## src/hdl/gtsa_ram.sv

```systemverilog
module gtsa_ram #(
  parameter int WIDTH = 8,
  parameter int DEPTH = 16,
  localparam int AW = (DEPTH > 1) ? $clog2(DEPTH) : 1
) (
  input  logic             clk,
  input  logic             we,
  input  logic [AW-1:0]    waddr,
  input  logic [WIDTH-1:0] wdata,
  input  logic             re,
  input  logic [AW-1:0]    raddr,
  output logic [WIDTH-1:0] rdata
);

  logic [WIDTH-1:0] mem_r [DEPTH];
  logic [WIDTH-1:0] rdata_r;

  always_ff @(posedge clk) begin
    if (we) begin
      mem_r[waddr] <= wdata;
    end
    if (re) begin
      rdata_r <= mem_r[raddr];
    end
  end

  assign rdata = rdata_r;

endmodule

```

## config.mk

```make
export PLATFORM = sky130hd
export DESIGN_NAME = gtsa_ram
export DESIGN_NICKNAME = d
export VERILOG_FILES = /design/src/hdl/gtsa_ram.sv
export SDC_FILE = /design/constraint.sdc
export NUM_CORES = 1
export LEC_CHECK = 0
export BUFFER_PORTS_ARGS = -buffer_cell sky130_fd_sc_hd__buf_2
export CAP_MARGIN = 40
export CELL_PAD_IN_SITES_DETAIL_PLACEMENT = 0
export CELL_PAD_IN_SITES_GLOBAL_PLACEMENT = 1
export CORE_MARGIN = 1.5
export CORE_UTILIZATION = 48
export CTS_CLUSTER_SIZE = 16
export DETAILED_ROUTE_END_ITERATION = 16
export GPL_TIMING_DRIVEN = 0
export PLACE_DENSITY = 0.7
export SETUP_SLACK_MARGIN = 0.5
export SYNTH_ARGS = -nofsm -noshare
export SYNTH_HDL_FRONTEND = slang
export SYNTH_SLANG_ARGS = --single-unit
```

## constraint.sdc

```tcl
create_clock -name clk -period 1.6 [get_ports clk]
set_input_delay 0.16 -clock clk [delete_from_list [all_inputs] [get_ports clk]]
set_output_delay 0.16 -clock clk [all_outputs]
set_load 0.005 [all_outputs]
```

**After elaboration in Yosys (flattened, before gate mapping)**

Memory sizes are Yosys's and may differ from the RTL's. A register that Yosys moved wholly into a read port is not among the register bits.
Index checks and enable logic that the tools add are counted.

- Register bits after elaboration: 0
- Bits in writable memories: 128
- Input port bits: 19
- Output and inout bits: 8
- Logic and storage cells: 3
- Memories kept: 1

Memory list:

| name | depth | bits a word | rd ports | clocked after Yosys merged registers in | write ports | line | RTL |
|---|---|---|---|---|---|---|---|
| mem_r | 16 | 8 | 1 | 1 | 1 | 15 | `logic [WIDTH-1:0] mem_r [DEPTH];` |

- Multiplexer cells: 2

Operators by type and width:

| cell | number |
|---|---|
| 1-bit 2-to-1 mux | 2 |

**Longest topological paths before layout**

- Word-level depth: 2
- Mapped depth: 5
- Depth with buffers taken out: 3

**Worst setup path after synthesis**

Ideal clock, no wire load.

- Path kind: input port to flip-flop
- Start point: input waddr[2]
- End point: memory mem_r[0][0] (enable)
- Library setup time: 0.383 ns
- Arrival time: 1.270 ns
- Required time: 1.217 ns
- Slack: -0.053 ns
- Cell stages on the path: 2
- Buffers on the path: 0
- Path through: or3b_2 nor3_1

RTL lines:

| item | line | RTL |
|---|---|---|
| start, declared | 8 | `input logic [AW-1:0] waddr,` |
| end, declared | 15 |  |

Straight into the memory's write port.

==> flow_metrics.env <==
export IMPL_syn_nets=248
export IMPL_power_density_mw_per_mm2=1340
export IMPL_cp_start_kind="flop"
export IMPL_clk_latency_ns=0.52
export IMPL_worstPathRequired_ns=1.86
export IMPL_grt_start_max_net_pins=17
export IMPL_syn_inst=229
export IMPL_rr_worst_depth=3
export IMPL_report_final_hold_viol_count=0
export IMPL_io_pins=27
export IMPL_arrival_ns=1.74
export IMPL_syn2layout_area_growth_pct=19.1
export IMPL_status="complete, no violations"
export IMPL_drv_slew=0
export IMPL_crit_family="multiplexers"
export IMPL_max_freq_mhz=676
export IMPL_cts_tree="yes"
export IMPL_grt_overflow_total=0
export IMPL_utilization_pct=59.5
export IMPL_min_path_type="in2reg"
export IMPL_path_clk_slew_ns=0.06
export IMPL_via_count=2351
export IMPL_drv_cap=0
export IMPL_worstSetupEndpointType="flop"
export IMPL_p_leak_nw=2.01
export IMPL_finalCritPeriodShare_pct=92.4
export IMPL_path_class="reg2reg"
export IMPL_drt_vias_per_instance=5.56
export IMPL_crit_path_cell_trace="mux4_2, a22oi_2, nand2_1"
export IMPL_grt_pass1_wl_um=14400
export IMPL_crit_fanout=1
export IMPL_start_util_pct=50.0
export IMPL_place_area_mm2=0.00559
export IMPL_htreeDepth=4
export IMPL_post_drt_wl_per_cell_um=22.7
export IMPL_final_cell_mix="edfxtp_1 (136), mux4_2 (32), buf_2 (28)"
export IMPL_groute_usage_overall_pct=18.7
export IMPL_cpPeakStageDelay_ns=0.50
export IMPL_diodes=0
export IMPL_rows=37
export IMPL_yosys_cell_types_count=18
export IMPL_portBuffers=25
export IMPL_irDropWorstVdd_v=0.000586
export IMPL_die_area_mm2=0.0115
export IMPL_ant_nets=0
export IMPL_antenna_found_initial=0
export IMPL_cp_slowest_cell="mux4_2"
export IMPL_seq_area_frac_synth_pct=78.1
export IMPL_drtIter0Drc=131
export IMPL_cts_inserted_buffers=17
export IMPL_grt_setup_unrepaired="true"
export IMPL_fin_area_mm2=0.00623
export IMPL_die_y_um=107
export IMPL_min_path_cells=1
export IMPL_fin_skew_ns=0.0143
export IMPL_die_w_um=107
export IMPL_first_global_vias=2443
export IMPL_ys_warn_count=0
export IMPL_core_mm2=0.0105
export IMPL_final_net_count=293
export IMPL_setup_viol=0
export IMPL_drive_gt1_share_pct=41.5
export IMPL_place_congestion=0.763
export IMPL_cts_sinks=136
export IMPL_ys_ff_latch=136
export IMPL_critical_path_cell_count=3
export IMPL_routed_wl_um=9590
export IMPL_clock_root_buffer="clkbuf_8"
export IMPL_hpwl_um=6200
export IMPL_syn_area_per_cell_um2=22.8
export IMPL_critPathBufInv=0
export IMPL_final_common_cell="edfxtp_1"
export IMPL_slew_headroom_pct=49.9
export IMPL_nFillCells=785
export IMPL_worstMarginPinSlew_ns=0.748
export IMPL_cts_buffer_depth=2
export IMPL_drcViolationCount=0
export IMPL_syn_area_mm2=0.00523
export IMPL_dr_pass1_iters=4
export IMPL_period_minus_slack_ns=1.48
[path summary, 6_finish.rpt]
| kind | startpoint | to | slack, ns |
|---|---|---|---|
| worst max-delay path | mem_r[2][3] | rdata[3] | 0.12 |
| worst min-delay path | wdata[6] | mem_r[12][6] | 0.03 |
| worst max register to register | mem_r[2][3] | rdata[3] | 0.12 |
| worst min register to register | mem_r[14][2] | rdata[2] | 0.75 |
[per-stage QoR]
step / hold WS (ns) / cells / power, mW / setup slack [ns] / TNS (ns)
2_1_floorplan: 0.259 / 229 / 4.34 / 0.240 / 0
3_3_place_gp: 0.492 / 390 / 4.51 / -0.0863 / -2.08
3_5_place_dp: 0.517 / 390 / 4.52 / -0.105 / -2.34
4_1_cts: 0.00686 / 423 / 8.39 / 0.140 / 0
5_1_grt: 0.0195 / 423 / 8.57 / 0.0565 / 0
6_report: 0.0298 / 423 / 8.33 / 0.121 / 0
[final cells by class]
cell class,instances,area (um^2),share of cell area (%)
Buffer,10,120,1.93
Tap cell,136,170,2.73
Sequential cell,136,4080,65.6
Clock inverter,15,184,2.95
Timing Repair Buffer,26,135,2.17
Multi-Input combinational cell,83,1120,18.0
Clock buffer,17,414,6.65
[layer usage]
| layer | vias to the layer above | global-route usage [%] | wire length [um] | part of all wire, % |
|---|---|---|---|---|
| met5 | - | 0 | 0 | 0 |
| met2 | 75 | 28.2 | 4670 | 49 |
| met1 | 1200 | 25.1 | 4100 | 43 |
| li1 | 1062 | - | - | - |
| met3 | 14 | 5.93 | 620 | 6.5 |
| met4 | 0 | 8.65 | 197 | 2.1 |
[registers in the layout, indices dropped and copies added (netlist names)]
register and count:
mem_r 128, rdata 8
[cells by family (layout without fill, tap and decap cells)]
group / Yosys count / count (layout) / share of synthesized area, %
AOI/OAI and AO/OA: 16 / 16 / 2.30
buffers and inverters: 10 / 68 / 1.65
DFF: 136 / 136 / 78.1
muxes: 32 / 32 / 14.8
and+or+nand+nor: 35 / 35 / 3.14
[Yosys cell counts]
cell type,instances,area share (%)
edfxtp_1,136,78
mux4_2,18,7.8
a22oi_1,16,2.3
mux4_1,14,7.0
nor2_1,13,0.93
nand2_1,9,0.65
nor3_1,4,0.38
buf_2,3,0.29
buf_6,3,0.65
clkdlybuf4s25_2,3,0.57
nand2b_1,2,0.24
nand3b_1,2,0.29
and2_1,1,0.12
and2b_1,1,0.14
buf_4,1,0.14
nand3_1,1,0.096
nor2b_1,1,0.12
or3b_2,1,0.17
[report_power, final]
group	internal, mW	switching, mW	leakage (nW)
clock network	2.50	1.38	0.278
registers	4.02	0.0167	1.24
logic	0.178	0.245	0.492
total	6.69	1.64	2.01
[what timing repair did]
| item | 4_1_cts | 5_1_grt |
|---|---|---|
| hold endpoints to repair | 8 | 0 |
| setup endpoints to repair | 40 | 16 |
| hold buffers | 1 | 0 |
| setup buffers | 0 | 0 |
| resized for setup | 10 | 0 |
| pin swaps | 1 | 1 |
(Power assumes the default switching activity.)
